File: src/hdl/wbmp_pkg.sv
// Shared constants, codes and types for the WBMP header parser.
package wbmp_pkg;

  // Largest dimension accepted, in pixels
  localparam int unsigned MAX_DIMENSION = 65535;

  // Parse phases
  localparam logic [2:0] PH_TYPE   = 3'd0;
  localparam logic [2:0] PH_FIXED  = 3'd1;
  localparam logic [2:0] PH_WIDTH  = 3'd2;
  localparam logic [2:0] PH_HEIGHT = 3'd3;
  localparam logic [2:0] PH_DONE   = 3'd4;

  // Status codes
  localparam logic [2:0] ST_MORE     = 3'd0;
  localparam logic [2:0] ST_OK       = 3'd1;
  localparam logic [2:0] ST_BADTYPE  = 3'd2;
  localparam logic [2:0] ST_BADFIXED = 3'd3;
  localparam logic [2:0] ST_OVERFLOW = 3'd4;
  localparam logic [2:0] ST_RANGE    = 3'd5;

  // Header masks
  localparam logic [63:0] ACC_TOP_MASK = 64'hFE00_0000_0000_0000;
  localparam logic [7:0]  FIXED_MASK   = 8'h9F;
  localparam logic [7:0]  VLQ_DATA     = 8'h7F;
  localparam logic [7:0]  VLQ_CONT     = 8'h80;
  localparam logic [15:0] DIM_MASK     = 16'hFFFF;

  // Parser state carried from one request to the next
  typedef struct packed {
    logic [2:0]  phase;
    logic [63:0] acc;
    logic [15:0] width;
    logic [15:0] height;
    logic [2:0]  fstatus;
  } wbmp_state_t;

  localparam wbmp_state_t STATE_RESET = '{
    phase:   PH_TYPE,
    acc:     64'd0,
    width:   16'd0,
    height:  16'd0,
    fstatus: ST_MORE
  };

endpackage

File: src/hdl/wbmp_in_if.sv
// Input channel: header bytes with a restart flag.
interface wbmp_in_if;
  logic       valid;
  logic       ready;
  logic [7:0] byte_in;
  logic       start_image;

  modport source (output valid, output byte_in, output start_image, input ready);
  modport sink   (input valid, input byte_in, input start_image, output ready);
endinterface

File: src/hdl/wbmp_out_if.sv
// Result channel: per-byte status and the parsed dimensions.
interface wbmp_out_if;
  logic        valid;
  logic        ready;
  logic [2:0]  status;
  logic [15:0] image_width;
  logic [15:0] image_height;
  logic [13:0] row_bytes;

  modport source (output valid, output status, output image_width,
                  output image_height, output row_bytes, input ready);
  modport sink   (input valid, input status, input image_width,
                  input image_height, input row_bytes, output ready);
endinterface

File: src/hdl/wbmp_step.sv
// Next-state logic for one header byte.
module wbmp_step
  import wbmp_pkg::*;
(
  input  wbmp_state_t state_i,
  input  logic [7:0]  byte_i,
  input  logic        start_i,
  output wbmp_state_t state_o
);

  wbmp_state_t cur;
  logic [63:0] acc_sh;
  logic        acc_top;
  logic        dim_bad;

  // Restart clears everything before the byte is parsed
  assign cur     = start_i ? STATE_RESET : state_i;
  assign acc_top = |(cur.acc & ACC_TOP_MASK);
  assign acc_sh  = {cur.acc[56:0], 7'd0} | {56'd0, byte_i & VLQ_DATA};
  assign dim_bad = (acc_sh == 64'd0) || (acc_sh > 64'(MAX_DIMENSION));

  // Advance the phase; a finished parse holds its status
  always_comb begin
    state_o = cur;
    if (cur.fstatus == ST_MORE) begin
      unique case (cur.phase)
        PH_TYPE: begin
          if (byte_i != 8'd0) begin
            state_o.fstatus = ST_BADTYPE;
            state_o.phase   = PH_DONE;
          end else begin
            state_o.phase = PH_FIXED;
          end
        end
        PH_FIXED: begin
          if ((byte_i & FIXED_MASK) != 8'd0) begin
            state_o.fstatus = ST_BADFIXED;
            state_o.phase   = PH_DONE;
          end else begin
            state_o.acc   = 64'd0;
            state_o.phase = PH_WIDTH;
          end
        end
        PH_WIDTH, PH_HEIGHT: begin
          if (acc_top) begin
            state_o.fstatus = ST_OVERFLOW;
            state_o.phase   = PH_DONE;
          end else begin
            state_o.acc = acc_sh;
            if ((byte_i & VLQ_CONT) == 8'd0) begin
              if (dim_bad) begin
                state_o.fstatus = ST_RANGE;
                state_o.phase   = PH_DONE;
              end else begin
                state_o.acc = 64'd0;
                if (cur.phase == PH_WIDTH) begin
                  state_o.width = acc_sh[15:0] & DIM_MASK;
                  state_o.phase = PH_HEIGHT;
                end else begin
                  state_o.height  = acc_sh[15:0] & DIM_MASK;
                  state_o.fstatus = ST_OK;
                  state_o.phase   = PH_DONE;
                end
              end
            end
          end
        end
        default: begin
          state_o = cur;
        end
      endcase
    end
  end

endmodule

File: src/hdl/wbmp_header_parser.sv
// WBMP type-0 header parser, one status per header byte.
// An accepted request's result is loaded into the output register in the following cycle.
// Accepts one byte per cycle unless a stalled result holds the input; the shift-or and range compare are combinational.
// The input stays ready while the output register is empty or being drained.
// Reset (rst_n low, synchronous) returns to the type-byte phase with zero state.
module wbmp_header_parser
  import wbmp_pkg::*;
(
  input logic          clk,
  input logic          rst_n,
  wbmp_in_if.sink      in_ch,
  wbmp_out_if.source   out_ch
);

  wbmp_state_t state_r;
  wbmp_state_t state_nxt;
  logic        out_valid_r;
  logic [2:0]  status_r;
  logic [15:0] width_r;
  logic [15:0] height_r;
  logic [13:0] row_bytes_r;
  logic [16:0] row_sum;
  logic        in_acc;

  // Accept while the output register is free or leaving
  assign in_ch.ready = !out_valid_r || out_ch.ready;
  assign in_acc      = in_ch.valid && in_ch.ready;

  wbmp_step u_step (
    .state_i (state_r),
    .byte_i  (in_ch.byte_in),
    .start_i (in_ch.start_image),
    .state_o (state_nxt)
  );

  assign row_sum = {1'b0, state_nxt.width} + 17'd7;

  // Hold parser state
  always_ff @(posedge clk) begin
    if (!rst_n) begin
      state_r <= STATE_RESET;
    end else if (in_acc) begin
      state_r <= state_nxt;
    end
  end

  // Output register valid flag
  always_ff @(posedge clk) begin
    if (!rst_n) begin
      out_valid_r <= 1'b0;
    end else if (in_acc) begin
      out_valid_r <= 1'b1;
    end else if (out_ch.ready) begin
      out_valid_r <= 1'b0;
    end
  end

  // Load the result payload; dimensions show only on a good header
  always_ff @(posedge clk) begin
    if (in_acc) begin
      status_r <= state_nxt.fstatus;
      if (state_nxt.fstatus == ST_OK) begin
        width_r     <= state_nxt.width;
        height_r    <= state_nxt.height;
        row_bytes_r <= row_sum[16:3];
      end else begin
        width_r     <= 16'd0;
        height_r    <= 16'd0;
        row_bytes_r <= 14'd0;
      end
    end
  end

  assign out_ch.valid        = out_valid_r;
  assign out_ch.status       = status_r;
  assign out_ch.image_width  = width_r;
  assign out_ch.image_height = height_r;
  assign out_ch.row_bytes    = row_bytes_r;

  // A stalled result blocks new requests
  a_stall_blocks: assert property (@(posedge clk) disable iff (!rst_n)
    (out_valid_r && !out_ch.ready) |-> !in_ch.ready)
    else $error("request taken while result stalled");

  // A restart with a nonzero type byte reports bad type
  a_bad_type: assert property (@(posedge clk) disable iff (!rst_n)
    (in_acc && in_ch.start_image && (in_ch.byte_in != 8'd0))
      |=> (out_ch.status == ST_BADTYPE))
    else $error("bad type byte not reported");

  // Dimensions stay zero unless the header is good
  a_dims_zero: assert property (@(posedge clk) disable iff (!rst_n)
    (out_valid_r && (status_r != ST_OK))
      |-> ((width_r == 16'd0) && (height_r == 16'd0) && (row_bytes_r == 14'd0)))
    else $error("dimensions shown without a good header");

  // A final status sticks until restart
  a_sticky: assert property (@(posedge clk) disable iff (!rst_n)
    (in_acc && !in_ch.start_image && (state_r.fstatus != ST_MORE))
      |=> (state_r.fstatus == $past(state_r.fstatus)))
    else $error("final status changed without restart");

endmodule

File: src/flat_wrapper.sv
// flat-port wrapper written by rule: the top's interface ports become plain ports
module wbmp_header_parser_flat import wbmp_pkg::*;
  (clk, rst_n, in_ch_valid, in_ch_byte_in, in_ch_start_image, in_ch_ready, out_ch_valid, out_ch_status, out_ch_image_width, out_ch_image_height, out_ch_row_bytes, out_ch_ready);
  wbmp_in_if in_ch_i ();
  wbmp_out_if out_ch_i ();
  input logic clk;
  input logic rst_n;
  input wire logic [$bits(in_ch_i.valid)-1:0] in_ch_valid;
  input wire logic [$bits(in_ch_i.byte_in)-1:0] in_ch_byte_in;
  input wire logic [$bits(in_ch_i.start_image)-1:0] in_ch_start_image;
  output wire logic [$bits(in_ch_i.ready)-1:0] in_ch_ready;
  output wire logic [$bits(out_ch_i.valid)-1:0] out_ch_valid;
  output wire logic [$bits(out_ch_i.status)-1:0] out_ch_status;
  output wire logic [$bits(out_ch_i.image_width)-1:0] out_ch_image_width;
  output wire logic [$bits(out_ch_i.image_height)-1:0] out_ch_image_height;
  output wire logic [$bits(out_ch_i.row_bytes)-1:0] out_ch_row_bytes;
  input wire logic [$bits(out_ch_i.ready)-1:0] out_ch_ready;
  assign in_ch_i.valid = in_ch_valid;
  assign in_ch_i.byte_in = in_ch_byte_in;
  assign in_ch_i.start_image = in_ch_start_image;
  assign in_ch_ready = in_ch_i.ready;
  assign out_ch_valid = out_ch_i.valid;
  assign out_ch_status = out_ch_i.status;
  assign out_ch_image_width = out_ch_i.image_width;
  assign out_ch_image_height = out_ch_i.image_height;
  assign out_ch_row_bytes = out_ch_i.row_bytes;
  assign out_ch_i.ready = out_ch_ready;
  wbmp_header_parser u_core (.clk(clk), .rst_n(rst_n), .in_ch(in_ch_i), .out_ch(out_ch_i));
endmodule
File: config.mk
export PLATFORM = sky130hd
export DESIGN_NAME = wbmp_header_parser_flat
export DESIGN_NICKNAME = d
export VERILOG_FILES = /design/src/hdl/wbmp_pkg.sv /design/src/hdl/wbmp_in_if.sv /design/src/hdl/wbmp_out_if.sv /design/src/hdl/wbmp_step.sv /design/src/hdl/wbmp_header_parser.sv /design/src/flat_wrapper.sv
export SDC_FILE = /design/constraint.sdc
export NUM_CORES = 1
export LEC_CHECK = 0
export ABC_CLOCK_PERIOD_IN_PS = 3200
export BUFFER_PORTS_ARGS = -buffer_cell sky130_fd_sc_hd__buf_2
export CORE_AREA = 2 2 115 117
export CTS_CLUSTER_DIAMETER = 50
export DETAILED_ROUTE_END_ITERATION = 10
export DIE_AREA = 0 0 117 119
export PLACE_DENSITY = 0.7
export SLEW_MARGIN = 20
export SYNTH_ARGS = -nofsm -noshare
export SYNTH_HDL_FRONTEND = slang
export SYNTH_SLANG_ARGS = --single-unit
export TNS_END_PERCENT = 100
File: constraint.sdc
create_clock -name clk -period 3.2 [get_ports clk]
set_input_delay 0.48 -clock clk [delete_from_list [all_inputs] [get_ports clk]]
set_output_delay 0.48 -clock clk [all_outputs]
set_load 0.01 [all_outputs]
==> impl_metrics.tcl, run 1 <==
set metrics [dict create \
    outcome "completed" \
    synth_edf_count 49 \
    n_antenna_cell 0 \
    swShare_pct 23.0 \
    wl_um 17800 \
    critPathRequiredTime_ps 3480 \
    die-area_um2 13900 \
    critPathLaunchType "flip-flop" \
    ys_seq_area_share_pct 51.2 \
    io_pins 64 \
    hold_viol 0 \
    syn_area_per_cell_um2 9.91 \
    core_um2 12900 \
    num-nets-final 834 \
    fin_ws_ps 175 \
    pre_cts_ws_ps -233 \
    grt_pass1_vias 5611 \
    crit_chain "nor4_1, nand4_1, o31a_1, buf_4, nor4b_1, o21ai_1, or4_1, a21oi_1" \
    cp_slowest_cell "or4_1" \
    async_flop_share_pct 0 \
    power_density_nw_per_um2 505 \
    multi_input_area_um2 3150 \
    cts_buffers 17 \
    final-setup-viol-count 0 \
    power_frac_clock_pct 47.1 \
    cts_tree "built" \
    seqCellArea_um2 3530 \
    fin_area_um2 8630 \
    clock.fmax_mhz 331 \
    fillers 1030 \
    gr-usage-all-layers_pct 26.4 \
    slew_headroom_pct 51.1 \
    drive_gt1_share_pct 24.1 \
    hold_ws_ps 306 \
    vias 5929 \
    place_hpwl_um 11900 \
    antenna_left 0 \
    place_inst 976 \
    grt_start_max_net_pins 77 \
    layout_common_cells "dfxtp_1 (103), buf_4 (85), nor2b_1 (77)" \
    cts-root-buf "clkbuf_16" \
    synth_area_um2 6900 \
    synthFlopType "dfxtp_1" \
    arrival_ps 3310 \
    p_leak_nw 3.12 \
    gp_congestion 0.915 \
    syn_inst 696 \
    p_seq_share_pct 46.7 \
    finalClockSkew_ps 11.8 \
    htree_levels 4 \
    overflow 0 \
    mostFrequentLayoutCell "dfxtp_1" \
    grt_pass1_wl_um 28700 \
    drc 0 \
    drv_cap 0 \
    cell_internal_pwr_mw 3.36 \
    hp-class "in -> reg" \
    antenna_found_initial 0 \
    drtIter0Drc 453 \
    clockBufferDepth 2 \
    ir_drop_mv 0.387 \
    fp-row-count 42 \
    ys_seq_elements 152 \
    fin_util_pct 67.0 \
    path_class "reg -> reg" \
    post_drt_wl_per_cell_um 17.6 \
    cp_max_fo 12 \
    rsz0062_at_grt "false" \
    p_comb_share_pct 6.1 \
    drv_slew 0 \
    cpPeakStageDelay_ps 530 \
    placed_cell_area_um2 7990 \
    io_buffers 63 \
    syn_to_final_growth_pct 25.0 \
    p_sw_mw 1.00 \
    clk_pin_slew_ps 60 \
    min_period_ps 3020 \
    cts_sinks 152 \
    yosys_warnings 0 \
    die_w_um 117 \
    first_pass_iters 5 \
    worst_setup_path_end_kind "flip-flop" \
    stdcell_count 1010 \
    insertion_delay_ps 430 \
    chipHeight_um 119 \
    start_util_pct 53.6 \
    layout_worst_path_cycle_share_pct 94.5 \
    syn-num-nets 709 \
    vias_per_cell 5.87 \
    postCtsHoldBufs 0 \
    worstMarginPinSlew_ps 733 \
    ys_types 62 \
]
-- path summary, 6_finish.rpt --
| kind | slack, ps | depth (start not counted) | endpoint | start |
|---|---|---|---|---|
| worst min register to register | 510 | 2 | u_core.state_r[28]$_SDFFE_PN0P_ | u_core.state_r[28]$_SDFFE_PN0P_ |
| worst max-delay path | 180 | 8 | u_core.out_ch.row_bytes[12]$_SDFFCE_PP0P_ | u_core.state_r[71]$_SDFFE_PN0P_ |
| worst min-delay path | 310 | 3 | u_core.out_ch.valid$_SDFFE_PN0P_ | in_ch_valid |
| worst max register to register | 180 | 8 | u_core.out_ch.row_bytes[12]$_SDFFCE_PP0P_ | u_core.state_r[71]$_SDFFE_PN0P_ |
-- logic make-up after synthesis --
| family | after synthesis | synth area share, % |
|---|---|---|
| multiplexers | 24 | 3.59 |
| flip-flops | 152 | 51.2 |
| XOR/XNOR | 3 | 0.381 |
| AO/OA/AOI/OAI | 187 | 19.4 |
| buffers and inverters | 58 | 3.55 |
| AND/OR/NAND/NOR | 272 | 21.8 |
-- timing repair --
item | in CTS | in global routing
resized for setup | 1 | 0
setup endpoints to repair | 13 | 0
buffers inserted | 2 | 0
-- metal layers --
metal | vias up | routed length [um] | GRT usage, %
li1 | 2847 | - | -
met1 | 2854 | 7670 | 34.3
met2 | 186 | 8560 | 41.6
met3 | 42 | 1090 | 7.28
met4 | 0 | 436 | 10.7
met5 | - | 0 | 0
-- power groups by stage --
stage	combinational (mW)	sequential (mW)	clock, mW
finish	0.268	2.04	2.05
global route	0.290	2.04	2.16
CTS	0.265	2.04	2.08
detailed placement	0.263	2.08	0
global placement	0.261	2.08	0
floorplan	0.135	2.10	0
-- flip-flops by register name, summed over array words and instances (netlist names) --
| register | cells |
|---|---|
| u_core.out_ch.image_height | 16 |
| u_core.out_ch.image_width | 16 |
| u_core.out_ch.row_bytes | 14 |
| u_core.out_ch.status | 3 |
| u_core.out_ch.valid | 1 |
| u_core.state_r | 102 |
-- area by class of cell --
cell class	instances	share of cell area, %
Clock inverter	13	1.93
Inverter	9	0.392
Clock buffer	19	5.02
Tap cell	176	2.55
Multi-Input combinational cell	486	36.5
Sequential cell	152	41.0
Timing Repair Buffer	155	12.7
-- cells in the mapped netlist, drive strengths merged, types with 2 or more instances --
cell type	number	area, um^2
a211o	2	17.5
or3	7	48.8
a31oi	4	40.0
buf	13	76.3
a21oi	26	130
nor3	16	80.1
dfxtp	103	2060
clkbuf	36	135
a22oi	72	541
a32oi	6	52.6
o21ai	20	100
nand3	21	105
o21a	3	22.5
a21boi	14	105
o211ai	14	105
mux2i	21	210
nor4	20	138
nor3b	13	103
mux2	3	37.5
and3	9	56.3
o2111ai	2	17.5
o211a	6	60.1
nand2	40	150
nor2	46	180
inv	8	30.0
o22ai	4	25.0
and2	7	43.8
o31ai	5	42.5
or4	2	15.0
nor2b	77	482
or2	3	18.8
edfxtp	49	1470
nand4	5	31.3
xnor2	3	26.3
-- stage by stage --
stage / power, mW / TNS, ps
after floorplan: 2.23 / 0
after global placement: 2.34 / -174
after detailed placement: 2.34 / -916
after CTS: 4.38 / 0
after global routing: 4.49 / 0
final: 4.36 / 0
-- critical path: cells and delay by family, from the launching register on --
family                 cells  cell delay, ps
DFF                        1             320
and+or+nand+nor            4            1650
AOI/OAI and AO/OA          3             690
buffers and inverters      1             220
No activity file was read; power rests on OpenSTA's default activity.
==> inputs of run 2 (changes only) <==
--- a/config.mk
+++ b/config.mk
@@ -5,13 +5,15 @@
 export SDC_FILE = /design/constraint.sdc
 export NUM_CORES = 1
 export LEC_CHECK = 0
+export ABC_AREA = 1
 export ABC_CLOCK_PERIOD_IN_PS = 3200
 export BUFFER_PORTS_ARGS = -buffer_cell sky130_fd_sc_hd__buf_2
-export CORE_AREA = 2 2 115 117
+export CORE_AREA = 2 2 123 125
 export CTS_CLUSTER_DIAMETER = 50
 export DETAILED_ROUTE_END_ITERATION = 10
-export DIE_AREA = 0 0 117 119
+export DIE_AREA = 0 0 125 127
 export PLACE_DENSITY = 0.7
+export RECOVER_POWER = 25
 export SLEW_MARGIN = 20
 export SYNTH_ARGS = -nofsm -noshare
 export SYNTH_HDL_FRONTEND = slang
==> run 2 against run 1 <==
Against the previous run:
- the flow now finishes with violations (max-capacitance violations, max-slew violations)
- sequential power is 6% higher
- clock power about the same
- highest routed layer unchanged
- via count is 28% higher
- synthesized area increased by 15%
- largest cell class is now multi-input gates
- non-clock buffer count decreased by 65
- sequential cell count stayed put
- synthesized cell count grew 61%
- critical path depth rose by 12
- core utilization decreased by 4.6 points
==> impl_metrics.tcl, run 2 <==
set metrics [dict create \
    start_util_pct 54.8 \
    synth_most_common_cell "nand2_1" \
    cp_max_fo 51 \
    cts_buffers 17 \
    hp-class "in -> reg" \
    grt_start_max_net_pins 98 \
    gp_congestion 0.949 \
    path_class "in -> reg" \
    min_period_ps 2740 \
    synth-compound-area-share_pct 21.5 \
    netlist.area_leader.share_pct 26.1 \
    num-nets-final 1177 \
    pre_cts_ws_ps 76.0 \
    yosys_warnings 0 \
    ys_types 33 \
    post_drt_wl_per_cell_um 15.3 \
    hold_viol 0 \
    fp-row-count 44 \
    synth_area_leaders "dfxtp_1 (26%), edfxtp_1 (19%), nand2_1 (13%)" \
    syn-num-nets 1133 \
    syn_inst 1120 \
    p_leak_nw 4.02 \
    insertion_delay_ps 440 \
    fin_setup_tns_ps 0 \
    fin_util_pct 62.4 \
    n_antenna_cell 0 \
    grt_pass1_wl_um 34800 \
    synth-xor-area-share_pct 0 \
    io_buffers 63 \
    synthFlopType "dfxtp_1" \
    ys_seq_elements 152 \
    drv_cap 1 \
    core_um2 14400 \
    layout_worst_path_cycle_share_pct 85.5 \
    slew_headroom_pct -13.9 \
    layout_common_cells "nand2_1 (279), a21oi_1 (153), inv_1 (117), nor2_1 (117), o21ai_0 (111)" \
    power_density_nw_per_um2 541 \
    clock.fmax_mhz 366 \
    first_pass_iters 5 \
    place_hpwl_um 13500 \
    synth_area_um2 7910 \
    fin_ws_ps 464 \
    drc 0 \
    synthTopCellsByCount "nand2_1 (280), a21oi_1 (153), nor2_1 (117)" \
    vias 7606 \
    cp_slowest_cell "nor2_4" \
    worst_setup_path_end_kind "flip-flop" \
    syn_area_per_cell_um2 7.06 \
    async_flop_share_pct 0 \
    critPathLaunchType "input port" \
    clockBufferDepth 2 \
    cpPeakStageDelay_ps 310 \
    drtIter0Drc 804 \
    cts_tree "built" \
    syn_to_final_growth_pct 13.8 \
    worstMarginPinSlew_ps 1710 \
    ir_drop_mv 0.392 \
    yosys.area_share.adder_pct 0 \
    grt_pass1_vias 7091 \
    postCtsHoldBufs 0 \
    cts-root-buf "clkbuf_16" \
    synthSimpleGateAreaFrac_pct 24.0 \
    synthMuxAreaShare_pct 0 \
    antenna_left 0 \
    vias_per_cell 5.59 \
    drv_slew 47 \
    die-area_um2 15900 \
    antenna_found_initial 0 \
    htree_levels 4 \
    io_pins 64 \
    cts_setup_buffers 0 \
    postCtsResizedCells 0 \
    finalClockSkew_ps 10.4 \
    ys_seq_area_share_pct 44.7 \
    arrival_ps 3010 \
    critPathRequiredTime_ps 3480 \
    clk_pin_slew_ps 60 \
    gr-usage-all-layers_pct 26.8 \
    final-setup-viol-count 0 \
    chipHeight_um 127 \
    crit_chain "buf_2, inv_2, buf_12, nand2_1, nand2_1, nor2_1, nand2_1, nor2_1, nand2_1, nor2_4, nand4_1, nand2_1, inv_1, nor2_1, nand2_1, nand2_1, nor2_2, inv_1, nand2_1, a21oi_1" \
    largest_register "u_core.state_r" \
    synth_edf_count 49 \
    yosysTopAreaCell "dfxtp_1" \
    drive_gt1_share_pct 9.60 \
    outcome "finished with violations" \
    violations "max-capacitance violations, max-slew violations" \
    wl_um 20800 \
    largest_register_ffs 102 \
    crit_path_frequent_cell "nand2_1" \
    mostFrequentLayoutCell "nand2_1" \
    synth_top_family_by_area "simple AND/OR/NAND/NOR gates" \
    die_w_um 125 \
    overflow 0 \
    cts_sinks 152 \
    rsz0062_at_grt "false" \
]
## run 2: cell type report
cell class	instances	area, um^2
Inverter	126	473
Timing Repair Buffer	90	554
Multi-Input combinational cell	777	3600
Fill cell	1351	5430
Sequential cell	152	3530
Tap cell	184	230
Clock inverter	10	118
Clock buffer	22	485
## run 2: metal layers
metal | up-vias | track usage, % | wire length (um)
li1 | 3811 | - | -
met1 | 3505 | 34.8 | 9180
met2 | 244 | 43.4 | 9850
met3 | 46 | 5.86 | 1220
met4 | 0 | 11.8 | 550
met5 | - | 0 | 0
## run 2: kinds of logic (layout without fill, tap and decap cells)
| group | Yosys count | after routing |
|---|---|---|
| simple gates | 461 | 461 |
| compound gates | 316 | 316 |
| flops | 152 | 152 |
| buf+inv | 191 | 248 |
## run 2: report_power, final
part / total, mW / leakage, nW / switching (mW) / internal [mW]
Combinational: 0.640 / 2.39 / 0.437 / 0.203
Clock: 2.06 / 0.286 / 0.819 / 1.24
Sequential: 2.17 / 1.35 / 0.0565 / 2.11
Total: 4.87 / 4.02 / 1.31 / 3.55
## run 2: through the flow
stage / hold slack (ps) / total power [mW] / cell area, um^2 / cells
final: 366 / 4.87 / 9000 / 1361
after global routing: 373 / 5.06 / 9000 / 1361
after detailed placement: 475 / 2.84 / 8440 / 1329
after floorplan: 453 / 2.65 / 7910 / 1120
after CTS: 354 / 4.88 / 9040 / 1361
after global placement: 466 / 2.84 / 8440 / 1329
## run 2: worst max-delay path, delay by kind of cell
family	cells	cell delay, ps
AOI/OAI and AO/OA	1	150
buffers and inverters	5	470
and+or+nand+nor	14	1860
## run 2: final timing paths
kind                                          from                                  endpoint  slack [ps]  cells after the start
hold / removal                        out_ch_ready          u_core.out_ch.valid$_SDFFE_PN0P_         370                      4
hold reg to reg   u_core.state_r[100]$_SDFFE_PN0P_          u_core.state_r[100]$_SDFFE_PN0P_         480                      2
setup reg to reg   u_core.state_r[90]$_SDFFE_PN0P_  u_core.out_ch.row_bytes[7]$_SDFFCE_PP0P_         510                     17
setup / recovery                 in_ch_start_image  u_core.out_ch.row_bytes[7]$_SDFFCE_PP0P_         460                     20
